[src/rtl/mm4_pkg.sv]
// ----------------------------------------------------------------------------
// mm4_pkg
// Shared types and constants for the fixed-point matrix multiply block.
// ----------------------------------------------------------------------------
`default_nettype none

package mm4_pkg;

   localparam int DIM_DEFAULT       = 4;
   localparam int FRAC_BITS_DEFAULT = 16;
   localparam int ELEM_W            = 32;
   localparam int IDX_FIELD_W       = 2;
   localparam int PROD_W            = 2 * ELEM_W;

   typedef struct packed {
      logic [IDX_FIELD_W-1:0]   load_row;
      logic [IDX_FIELD_W-1:0]   load_col;
      logic signed [ELEM_W-1:0] a_element;
      logic signed [ELEM_W-1:0] b_element;
      logic                     go;
   } req_type;

   typedef struct packed {
      logic [IDX_FIELD_W-1:0]   out_row;
      logic [IDX_FIELD_W-1:0]   out_col;
      logic signed [ELEM_W-1:0] product_value;
      logic                     last_out;
   } rsp_type;

   // travels with each multiply-accumulate beat down the datapath
   typedef struct packed {
      logic                   valid;
      logic                   first;
      logic                   acc_end;
      logic                   last;
      logic [IDX_FIELD_W-1:0] row;
      logic [IDX_FIELD_W-1:0] col;
   } tag_type;

   typedef enum logic [1:0] {
      ST_IDLE,
      ST_ISSUE,
      ST_DRAIN
   } state_type;

endpackage

`default_nettype wire

[src/rtl/matrix4x4_multiply.sv]
// ----------------------------------------------------------------------------
// matrix4x4_multiply
// Signed fixed-point DIM x DIM matrix product on one shared MAC unit.
// ----------------------------------------------------------------------------
// Usage:
//  - each beat on start/req_item (taken when busy is low) writes one element of
//    the left and right matrices at (load_row, load_col); indices at or beyond
//    DIM write nothing. A load without go leaves busy low.
//  - a beat with go stores its element and then multiplies the stored
//    matrices. busy rises for the whole multiply and no beat is taken.
//  - the MAC does one product per cycle, so a multiply issues DIM^3 beats;
//    results leave on rsp_valid/rsp_item in row-major order, one per output
//    element, the last flagged last_out. busy falls after the last result.
//  - each product is exact, sums are full width, then shifted right by
//    FRAC_BITS (toward minus infinity) and saturated to 32 bits.
//  - rsp_valid is high for one cycle per result; the receiver must take it.
//  - reset clears the sequencer and pipeline valids; store contents are
//    undefined until written.
// ----------------------------------------------------------------------------
`default_nettype none

module matrix4x4_multiply #(
   parameter int DIM       = mm4_pkg::DIM_DEFAULT,
   parameter int FRAC_BITS = mm4_pkg::FRAC_BITS_DEFAULT
) (
   input  wire logic             clock,
   input  wire logic             reset,
   input  wire logic             start,
   input  wire mm4_pkg::req_type req_item,
   output logic                  busy,
   output logic                  rsp_valid,
   output mm4_pkg::rsp_type      rsp_item
);
   import mm4_pkg::*;

   localparam int ADDR_W = $clog2(DIM * DIM);

   logic              wr_en;
   logic [ADDR_W-1:0] wr_addr, rd_a_addr, rd_b_addr;
   logic [ELEM_W-1:0] rd_a_data, rd_b_data;
   tag_type           tag_issue;

   mm4_ctrl #(
      .DIM    (DIM),
      .ADDR_W (ADDR_W)
   ) u_ctrl (
      .clock     (clock),
      .reset     (reset),
      .start     (start),
      .req_item  (req_item),
      .rsp_valid (rsp_valid),
      .rsp_last  (rsp_item.last_out),
      .busy      (busy),
      .wr_en     (wr_en),
      .wr_addr   (wr_addr),
      .rd_a_addr (rd_a_addr),
      .rd_b_addr (rd_b_addr),
      .tag_issue (tag_issue)
   );

   mm4_store #(
      .DIM    (DIM),
      .ADDR_W (ADDR_W)
   ) u_store (
      .clock     (clock),
      .wr_en     (wr_en),
      .wr_addr   (wr_addr),
      .wr_a      (req_item.a_element),
      .wr_b      (req_item.b_element),
      .rd_a_addr (rd_a_addr),
      .rd_b_addr (rd_b_addr),
      .rd_a_data (rd_a_data),
      .rd_b_data (rd_b_data)
   );

   mm4_mac #(
      .DIM       (DIM),
      .FRAC_BITS (FRAC_BITS)
   ) u_mac (
      .clock     (clock),
      .reset     (reset),
      .tag_issue (tag_issue),
      .a_data    (rd_a_data),
      .b_data    (rd_b_data),
      .rsp_valid (rsp_valid),
      .rsp_item  (rsp_item)
   );

endmodule

`default_nettype wire

[src/rtl/mm4_store.sv]
// ----------------------------------------------------------------------------
// mm4_store
// Element stores for the left and right matrices, one write port shared by
// both, one registered read port each.
// ----------------------------------------------------------------------------
`default_nettype none

module mm4_store #(
   parameter int DIM    = mm4_pkg::DIM_DEFAULT,
   parameter int ADDR_W = $clog2(DIM * DIM)
) (
   input  wire logic                      clock,
   input  wire logic                      wr_en,
   input  wire logic [ADDR_W-1:0]         wr_addr,
   input  wire logic [mm4_pkg::ELEM_W-1:0] wr_a,
   input  wire logic [mm4_pkg::ELEM_W-1:0] wr_b,
   input  wire logic [ADDR_W-1:0]         rd_a_addr,
   input  wire logic [ADDR_W-1:0]         rd_b_addr,
   output logic      [mm4_pkg::ELEM_W-1:0] rd_a_data,
   output logic      [mm4_pkg::ELEM_W-1:0] rd_b_data
);
   import mm4_pkg::*;

   localparam int DEPTH = DIM * DIM;

   logic [ELEM_W-1:0] left_mem  [DEPTH];
   logic [ELEM_W-1:0] right_mem [DEPTH];

   always_ff @(posedge clock) begin
      if (wr_en) begin
         left_mem[wr_addr]  <= wr_a;
         right_mem[wr_addr] <= wr_b;
      end
   end

   always_ff @(posedge clock) begin
      rd_a_data <= left_mem[rd_a_addr];
      rd_b_data <= right_mem[rd_b_addr];
   end

endmodule

`default_nettype wire

[src/rtl/mm4_mac.sv]
// ----------------------------------------------------------------------------
// mm4_mac
// Shared multiply-accumulate unit: registered 32x32 multiply, full-width
// accumulate, then arithmetic shift and saturation into the result register.
// ----------------------------------------------------------------------------
`default_nettype none

module mm4_mac #(
   parameter int DIM       = mm4_pkg::DIM_DEFAULT,
   parameter int FRAC_BITS = mm4_pkg::FRAC_BITS_DEFAULT
) (
   input  wire logic                      clock,
   input  wire logic                      reset,
   input  wire mm4_pkg::tag_type          tag_issue,
   input  wire logic [mm4_pkg::ELEM_W-1:0] a_data,
   input  wire logic [mm4_pkg::ELEM_W-1:0] b_data,
   output logic                           rsp_valid,
   output mm4_pkg::rsp_type               rsp_item
);
   import mm4_pkg::*;

   localparam int ACC_W = PROD_W + $clog2(DIM);

   tag_type tag_rd_ff, tag_mul_ff, tag_acc_ff;

   logic signed [ELEM_W-1:0] a_s, b_s;
   logic signed [PROD_W-1:0] prod_in, prod_ff;
   logic signed [ACC_W-1:0]  acc_in, acc_ff, prod_ext, shifted;
   logic [ACC_W-32:0]        top_bits;
   logic signed [ELEM_W-1:0] sat_value;
   logic                     rsp_valid_in, rsp_valid_ff;
   rsp_type                  rsp_in, rsp_ff;

   // tag pipeline lines up with read data, product and accumulator
   always_ff @(posedge clock) begin
      if (reset) begin
         tag_rd_ff  <= '0;
         tag_mul_ff <= '0;
         tag_acc_ff <= '0;
      end else begin
         tag_rd_ff  <= tag_issue;
         tag_mul_ff <= tag_rd_ff;
         tag_acc_ff <= tag_mul_ff;
      end
   end

   always_comb begin
      a_s      = signed'(a_data);
      b_s      = signed'(b_data);
      prod_in  = a_s * b_s;
      prod_ext = {{(ACC_W - PROD_W){prod_ff[PROD_W-1]}}, prod_ff};
      acc_in   = tag_mul_ff.first ? prod_ext : acc_ff + prod_ext;
   end

   always_ff @(posedge clock) begin
      prod_ff <= prod_in;
      if (tag_mul_ff.valid) begin
         acc_ff <= acc_in;
      end
   end

   // floor shift, then clamp to the 32-bit signed range
   always_comb begin
      shifted  = acc_ff >>> FRAC_BITS;
      top_bits = shifted[ACC_W-1:31];
      if ((&top_bits) || !(|top_bits)) begin
         sat_value = shifted[ELEM_W-1:0];
      end else if (shifted[ACC_W-1]) begin
         sat_value = {1'b1, {(ELEM_W-1){1'b0}}};
      end else begin
         sat_value = {1'b0, {(ELEM_W-1){1'b1}}};
      end
      rsp_valid_in          = tag_acc_ff.valid && tag_acc_ff.acc_end;
      rsp_in.out_row        = tag_acc_ff.row;
      rsp_in.out_col        = tag_acc_ff.col;
      rsp_in.product_value  = sat_value;
      rsp_in.last_out       = tag_acc_ff.last;
   end

   always_ff @(posedge clock) begin
      if (reset) begin
         rsp_valid_ff <= 1'b0;
      end else begin
         rsp_valid_ff <= rsp_valid_in;
      end
   end

   always_ff @(posedge clock) begin
      if (rsp_valid_in) begin
         rsp_ff <= rsp_in;
      end
   end

   assign rsp_valid = rsp_valid_ff;
   assign rsp_item  = rsp_ff;

endmodule

`default_nettype wire

[src/rtl/mm4_ctrl.sv]
// ----------------------------------------------------------------------------
// mm4_ctrl
// Sequencer: takes element loads, and on go walks row, column and inner
// index, issuing one store read pair per cycle to the shared MAC.
// ----------------------------------------------------------------------------
`default_nettype none

module mm4_ctrl #(
   parameter int DIM    = mm4_pkg::DIM_DEFAULT,
   parameter int ADDR_W = $clog2(DIM * DIM)
) (
   input  wire logic             clock,
   input  wire logic             reset,
   input  wire logic             start,
   input  wire mm4_pkg::req_type req_item,
   input  wire logic             rsp_valid,
   input  wire logic             rsp_last,
   output logic                  busy,
   output logic                  wr_en,
   output logic [ADDR_W-1:0]     wr_addr,
   output logic [ADDR_W-1:0]     rd_a_addr,
   output logic [ADDR_W-1:0]     rd_b_addr,
   output mm4_pkg::tag_type      tag_issue
);
   import mm4_pkg::*;

   localparam int          IDX_W = $clog2(DIM);
   localparam logic [IDX_W-1:0] IDX_MAX = IDX_W'(DIM - 1);

   state_type        state_ff, state_in;
   logic [IDX_W-1:0] i_ff, i_in, j_ff, j_in, k_ff, k_in;
   logic             accept, final_beat;

   always_ff @(posedge clock) begin
      if (reset) begin
         state_ff <= ST_IDLE;
         i_ff     <= '0;
         j_ff     <= '0;
         k_ff     <= '0;
      end else begin
         state_ff <= state_in;
         i_ff     <= i_in;
         j_ff     <= j_in;
         k_ff     <= k_in;
      end
   end

   always_comb begin
      busy       = (state_ff != ST_IDLE);
      accept     = start && !busy;
      final_beat = (i_ff == IDX_MAX) && (j_ff == IDX_MAX) && (k_ff == IDX_MAX);

      wr_en   = accept && (32'(req_item.load_row) < DIM) && (32'(req_item.load_col) < DIM);
      wr_addr = ADDR_W'(32'(req_item.load_row) * DIM + 32'(req_item.load_col));

      rd_a_addr = ADDR_W'(32'(i_ff) * DIM + 32'(k_ff));
      rd_b_addr = ADDR_W'(32'(k_ff) * DIM + 32'(j_ff));

      tag_issue.valid   = (state_ff == ST_ISSUE);
      tag_issue.first   = (k_ff == '0);
      tag_issue.acc_end = (k_ff == IDX_MAX);
      tag_issue.last    = final_beat;
      tag_issue.row     = IDX_FIELD_W'(i_ff);
      tag_issue.col     = IDX_FIELD_W'(j_ff);

      state_in = state_ff;
      i_in     = i_ff;
      j_in     = j_ff;
      k_in     = k_ff;

      case (state_ff)
         ST_IDLE: begin
            if (accept && req_item.go) begin
               state_in = ST_ISSUE;
               i_in     = '0;
               j_in     = '0;
               k_in     = '0;
            end
         end
         ST_ISSUE: begin
            if (final_beat) begin
               state_in = ST_DRAIN;
            end else if (k_ff != IDX_MAX) begin
               k_in = k_ff + 1'b1;
            end else begin
               k_in = '0;
               if (j_ff != IDX_MAX) begin
                  j_in = j_ff + 1'b1;
               end else begin
                  j_in = '0;
                  i_in = i_ff + 1'b1;
               end
            end
         end
         ST_DRAIN: begin
            if (rsp_valid && rsp_last) begin
               state_in = ST_IDLE;
            end
         end
         default: begin
            state_in = ST_IDLE;
         end
      endcase
   end

endmodule

`default_nettype wire

[config.mk]
export PLATFORM = sky130hd
export DESIGN_NAME = matrix4x4_multiply
export DESIGN_NICKNAME = d
export VERILOG_FILES = /design/src/rtl/mm4_pkg.sv /design/src/rtl/matrix4x4_multiply.sv /design/src/rtl/mm4_store.sv /design/src/rtl/mm4_mac.sv /design/src/rtl/mm4_ctrl.sv
export SDC_FILE = /design/constraint.sdc
export NUM_CORES = 2
export LEC_CHECK = 0
export ABC_AREA = 1
export ABC_CLOCK_PERIOD_IN_PS = 10000
export BUFFER_PORTS_ARGS = -buffer_cell sky130_fd_sc_hd__buf_2
export CAP_MARGIN = 20
export CORE_MARGIN = 3
export CORE_UTILIZATION = 43
export DETAILED_ROUTE_END_ITERATION = 8
export MAX_ROUTING_LAYER = met4
export PLACE_DENSITY = 0.66
export REMOVE_ABC_BUFFERS = 1
export SLEW_MARGIN = 20
export SYNTH_ARGS = -nofsm -noshare
export SYNTH_HDL_FRONTEND = slang
export SYNTH_SLANG_ARGS = --single-unit
export TNS_END_PERCENT = 10
[constraint.sdc]
create_clock -name clock -period 10 [get_ports clock]
set_input_delay 0 -clock clock [delete_from_list [all_inputs] [get_ports clock]]
set_output_delay 0 -clock clock [all_outputs]
set_load 0.05 [all_outputs]
# After elaboration in Yosys (flattened, before gate mapping)
# Memory sizes are Yosys's and may differ from the RTL's. A register that Yosys moved wholly into a read port is not among the register bits.
# Cells that the tools add are included.
[totals]
reg_bits = 199
ramBits = 1024
input_bits = 72
output_inout_bits = 39
elab_cells = 91
memories = 2
[mem_list]
columns = ["name", "words", "width", "read_ports", "rd_ports_with_merged_regs", "write_ports", "line_no", "text"]
rows = [
  ["u_store.left_mem", 16, 32, 1, 1, 1, "mm4_store.sv:26", "logic [ELEM_W-1:0] left_mem [DEPTH];"],
  ["u_store.right_mem", 16, 32, 1, 1, 1, "mm4_store.sv:27", "logic [ELEM_W-1:0] right_mem [DEPTH];"],
]
[classes]
addsub = 7
n_mul = 1
eq_ne = 13
mux = 21
n_reduce_logical = 19
[op_table]
columns = ["operator", "n"]
rows = [
  ["66-bit by 64-bit adder with 66-bit output", 1],
  ["66-bit 2-to-1 mux", 1],
  ["32-bit by 32-bit multiplier with 64-bit output", 1],
  ["32-bit 2-to-1 mux", 2],
  ["2-bit 2-to-1 mux", 12],
  ["19-bit AND reduction", 1],
  ["19-bit OR reduction", 1],
  ["4-bit by 2-bit adder with 4-bit output", 3],
  ["2-bit inequality test, second input constant", 6],
  ["2-bit one-hot mux with 2 select lines", 3],
  ["2-bit equality test, second input constant", 4],
  ["2-bit by 1-bit adder with 2-bit output, second input constant", 3],
  ["1-bit logical AND", 6],
  ["2-bit one-hot mux with 3 select lines", 1],
  ["3-bit AND reduction", 2],
  ["5-bit AND reduction", 1],
  ["2-bit logical NOT", 2],
  ["2-bit by 1-bit inequality test with 1-bit output, second input constant", 2],
  ["4-bit AND reduction", 1],
  ["2-bit nonzero test", 2],
  ["2-bit by 1-bit equality test with 1-bit output, second input constant", 1],
  ["1-bit logical NOT", 2],
  ["1-bit 2-to-1 mux", 2],
  ["1-bit logical OR", 1],
]

# Longest topological paths before layout
[depth]
word_depth = 6
depth_mapped = 32
depth_no_buf = 31

# Modules after synthesis
# Synthesis repeated with hierarchy kept, for this count alone.
[unflattened]
cells_unflattened = 10707
hier_area_um2 = 95557.9
[modules_own_cells]
columns = ["module", "instances", "cells_each", "area_per_inst_um2", "seq_area_each_um2"]
rows = [
  ["mm4_mac", 1, 6416, 49662.6, 4854.7],
  ["mm4_store", 1, 4215, 45348.5, 32030.7],
  ["mm4_ctrl", 1, 76, 546.8, 160.2],
]

# Least setup slack after synthesis
# No wires, ideal clock.
[synth_timing]
kind = "register to register"
from = "register u_store.rd_a_data[31] (netlist bit) (read register of u_store.left_mem)"
to = "register u_mac.prod_ff[63]"
setup_ns = 0.112
t_arrival_ns = 7.072
required_ns = 9.888
slack_ns = 2.816
stages_incl_launch_ff = 26
n_path_buf = 1
period_less_slack_ns = 7.184
cell_sequence = "dfxtp_1 clkbuf_1 nand2_1 inv_1 fa_1 inv_1 fa_1 inv_1 fa_1 fa_1 inv_1 fa_1 inv_1 fa_1 inv_1 fa_1 inv_1 fa_1 ha_1 a21o_1 or2_2 o21bai_1 a21oi_1 nand3_1 nand3_1 nand2_1"
[synth_via]
elab_chain_cells = 1
[synth_rtl]
columns = ["item", "line_no", "text"]
rows = [
  ["from (decl)", "mm4_store.sv:19", "output logic [mm4_pkg::ELEM_W-1:0] rd_a_data,"],
  ["32-bit by 32-bit multiplier with 64-bit output", "mm4_mac.sv:50", "prod_in = a_s * b_s;"],
  ["named net u_mac.prod_in[63]", "mm4_mac.sv:27", "logic signed [PROD_W-1:0] prod_in, prod_ff;"],
  ["to (signal assigned)", "mm4_mac.sv:56", "prod_ff <= prod_in;"],
  ["to (decl)", "mm4_mac.sv:27", ""],
]
# The timed path passes the listed nets, and every way through them passes these cells.
# A chain may end at the register's enable or synchronous reset.

# Worst setup path in the final report
[layout_timing]
from = "register u_store.rd_a_data[31] (netlist bit) (read register of u_store.left_mem)"
to = "register u_mac.prod_ff[50]"
# The elaborated chain is that of the path after synthesis.

==> run metrics <==
FFs w/ async S/R, synth 0%; crit end category register; core area 208000 sq um; Die Width 465 um; r2r worst-path depth 23; clk buf depth 3; first-pass GRT wire length 400 mm; FILL cells 19043; startpoint type of the worst setup path register; vias in the first global route 67611; io pins 111; synth top area cells edfxtp_1 37%, fa_1 24%, inv_1 7.8%; drt first pass iters 6; Hold Crit Class input port to register; Post-CTS Setup Bufs 0; cts bufs inserted 138; Yosys top cell area share 37.4%; register area share after synthesis 40.9%; Max transition margin 20.8%; gpl congestion 0.969; DR DRC count 0; Vias/cell 5.33; Final Setup Violations 0; max-slew violations 0; Yosys reg bits 1287; Hold Path End u_store.right_mem[13][10]$_DFFE_PP_; DR vias 64917; commonest non-fill, non-tap cell in the layout inv_1; grt ovf 0; R2R setup slack 1.66 ns; CTS tree built; initial DRC count 6248; clk_lat worst skew 0.81 ns; final antenna-violating net count 0; CTS Root Cell clkbuf_16; synth warn 0; clock sink count 1287; Syn Std Cell Area 90500 sq um; average cell area after synthesis 9.81 sq um; overall routing resource usage 24.7%; final wirelength 260 mm; worst flop-to-flop path endpoint u_mac.prod_ff[50]$_DFF_P_; Worst-path clk slew 0.07 ns; worst-path maximum fanout 32; initial antenna violation count 18; fmax 120 MHz; Layout Skew 0.0768 ns; largest net degree at the start of global routing 113; Die Ht 465 um; reg2reg start u_store.rd_a_data[31]$_DFF_P_; min-delay src req_item[11]; share of layout cells above drive strength 1 5.85%; area leader, netlist edfxtp_1; Final min period 8.34 ns; Crit path required time 10.65 ns; hold depth 2; WL/cell 21.4 um; Starting Density 43.5%; row count 167; Final Cycle Share 83.4%; Max Cap Viol 0; most frequent cells in the layout 1875 x inv_1, 1792 x nand2_1, 1127 x edfxtp_1; final design utilization 47.7%; hpwl dp 179 mm; Worst-Margin Slew 1.19 ns; status finished clean; CP arrival 8.99 ns; NumNets Final 10659; Layout area overhead 9.77%; port bufs 110; RSZ-0062 raised after global routing false; Cells after Synth 9229; Hold Vio Cnt, Final 0; Worst Setup Path Type register to register; synth unique cells 52; Die ar. 216000 sq um; H-tree depth 4; EDFF count, synth 1127; Top FF cell, synth edfxtp_1
==> logic make-up after synthesis <==
kind of cell             after synthesis  share of synthesized area [%]
AND/OR/NAND/NOR                     2966                           13.0
buffers and inverters               2321                           9.71
adder cells (fa/ha/maj)             1336                           27.4
flip-flops                          1287                           40.9
AO/OA/AOI/OAI                       1242                           8.12
XOR/XNOR                              77                          0.753
==> per-stage QoR <==
step           cell area (sq um)  setup slack [ns]  hold slack (ns)  TNS (ns)  cells
2_1_floorplan              88800             -1.37           0.0691    -67.99   8802
3_3_place_gp               94000              1.72            0.368         0  11823
3_5_place_dp               94000              1.70            0.387         0  11823
4_1_cts                    99300              1.62           0.0629         0  12153
5_1_grt                    99400              1.22            0.113         0  12171
6_report                   99400              1.66            0.104         0  12171
==> registers in the layout, summed over array words and instances (netlist names) <==
name	flops
u_ctrl.i_ff	2
u_ctrl.j_ff	2
u_ctrl.k_ff	2
u_ctrl.state_ff	2
u_mac.acc_ff	66
u_mac.prod_ff	64
u_mac.rsp_in	5
u_mac.rsp_item	37
u_mac.rsp_valid	1
u_mac.tag_acc_ff	2
u_mac.tag_mul_ff	8
u_mac.tag_rd_ff	8
u_store.left_mem	512
u_store.rd_a_data	32
u_store.rd_b_data	32
u_store.right_mem	512
==> how the worst max path moves through the flow <==
stage,cells after the start,slack (ns),end,from
finish,23,1.66,u_mac.prod_ff[50]$_DFF_P_,u_store.rd_a_data[31]$_DFF_P_
global route,23,1.22,u_mac.prod_ff[50]$_DFF_P_,u_store.rd_a_data[31]$_DFF_P_
CTS,23,1.62,u_mac.prod_ff[50]$_DFF_P_,u_store.rd_a_data[31]$_DFF_P_
detailed placement,23,1.70,u_mac.prod_ff[50]$_DFF_P_,u_store.rd_a_data[31]$_DFF_P_
global placement,23,1.72,u_mac.prod_ff[50]$_DFF_P_,u_store.rd_a_data[31]$_DFF_P_
floorplan,4,-1.37,u_ctrl.k_ff[1]$_SDFFE_PP0P_,u_ctrl.k_ff[0]$_SDFFE_PP0P_
==> synth_stat cells, drive strengths merged (23+ instances only) <==
| cell type | count |
|---|---|
| ha | 253 |
| inv | 1892 |
| xor2 | 52 |
| o211ai | 83 |
| dfxtp | 160 |
| o21ai | 657 |
| nor2 | 857 |
| o22ai | 79 |
| fa | 1083 |
| xnor2 | 25 |
| o21bai | 27 |
| buf | 71 |
| o221ai | 177 |
| a21oi | 188 |
| nand2 | 1805 |
| nor3 | 23 |
| nand3 | 201 |
| edfxtp | 1127 |
| clkbuf | 356 |
==> metal layers <==
layer,track usage (%),routed length (um),up-vias
met5,-,0,-
met4,8.30,8930,0
li1,-,-,29161
met1,32.0,106000,32345
met2,39.9,125000,2819
met3,3.90,20500,592
==> final cells by class <==
cell class	count	area (sq um)	share of cell area, %
multi-input cells	5621	44800	45.1
repair buffers	309	2250	2.27
flip-flops and latches	1287	37100	37.3
clock inverters	63	714	0.719
well taps	2788	3490	3.51
inverters	1894	7130	7.17
diodes	18	45.0	0.0453
clock buffers	191	3870	3.89
==> worst max-delay path, cell delays in order (launching register included) <==
cell     delay, ns
dfxtp_1       0.32
buf_4         0.35
nand2_1       0.14
inv_1         0.15
fa_1          0.45
fa_1          0.49
fa_1          1.07
fa_1          0.79
inv_1         0.40
fa_1          0.60
inv_1         0.05
fa_1          0.40
inv_1         0.08
fa_1          0.45
fa_1          0.53
inv_1         0.05
ha_1          0.34
nand2_1       0.18
inv_1         0.05
a21oi_1       0.23
o21ai_0       0.20
a21oi_1       0.33
nand3_1       0.29
xor2_1        0.24
==> timing repair <==
action                     CTS  global route
hold buffers                76             0
resized for setup            0             0
hold endpoints to repair  1117             0
Power is not shown: default switching activity piles up to over one toggle a cycle in this logic, so the estimate is an artifact.
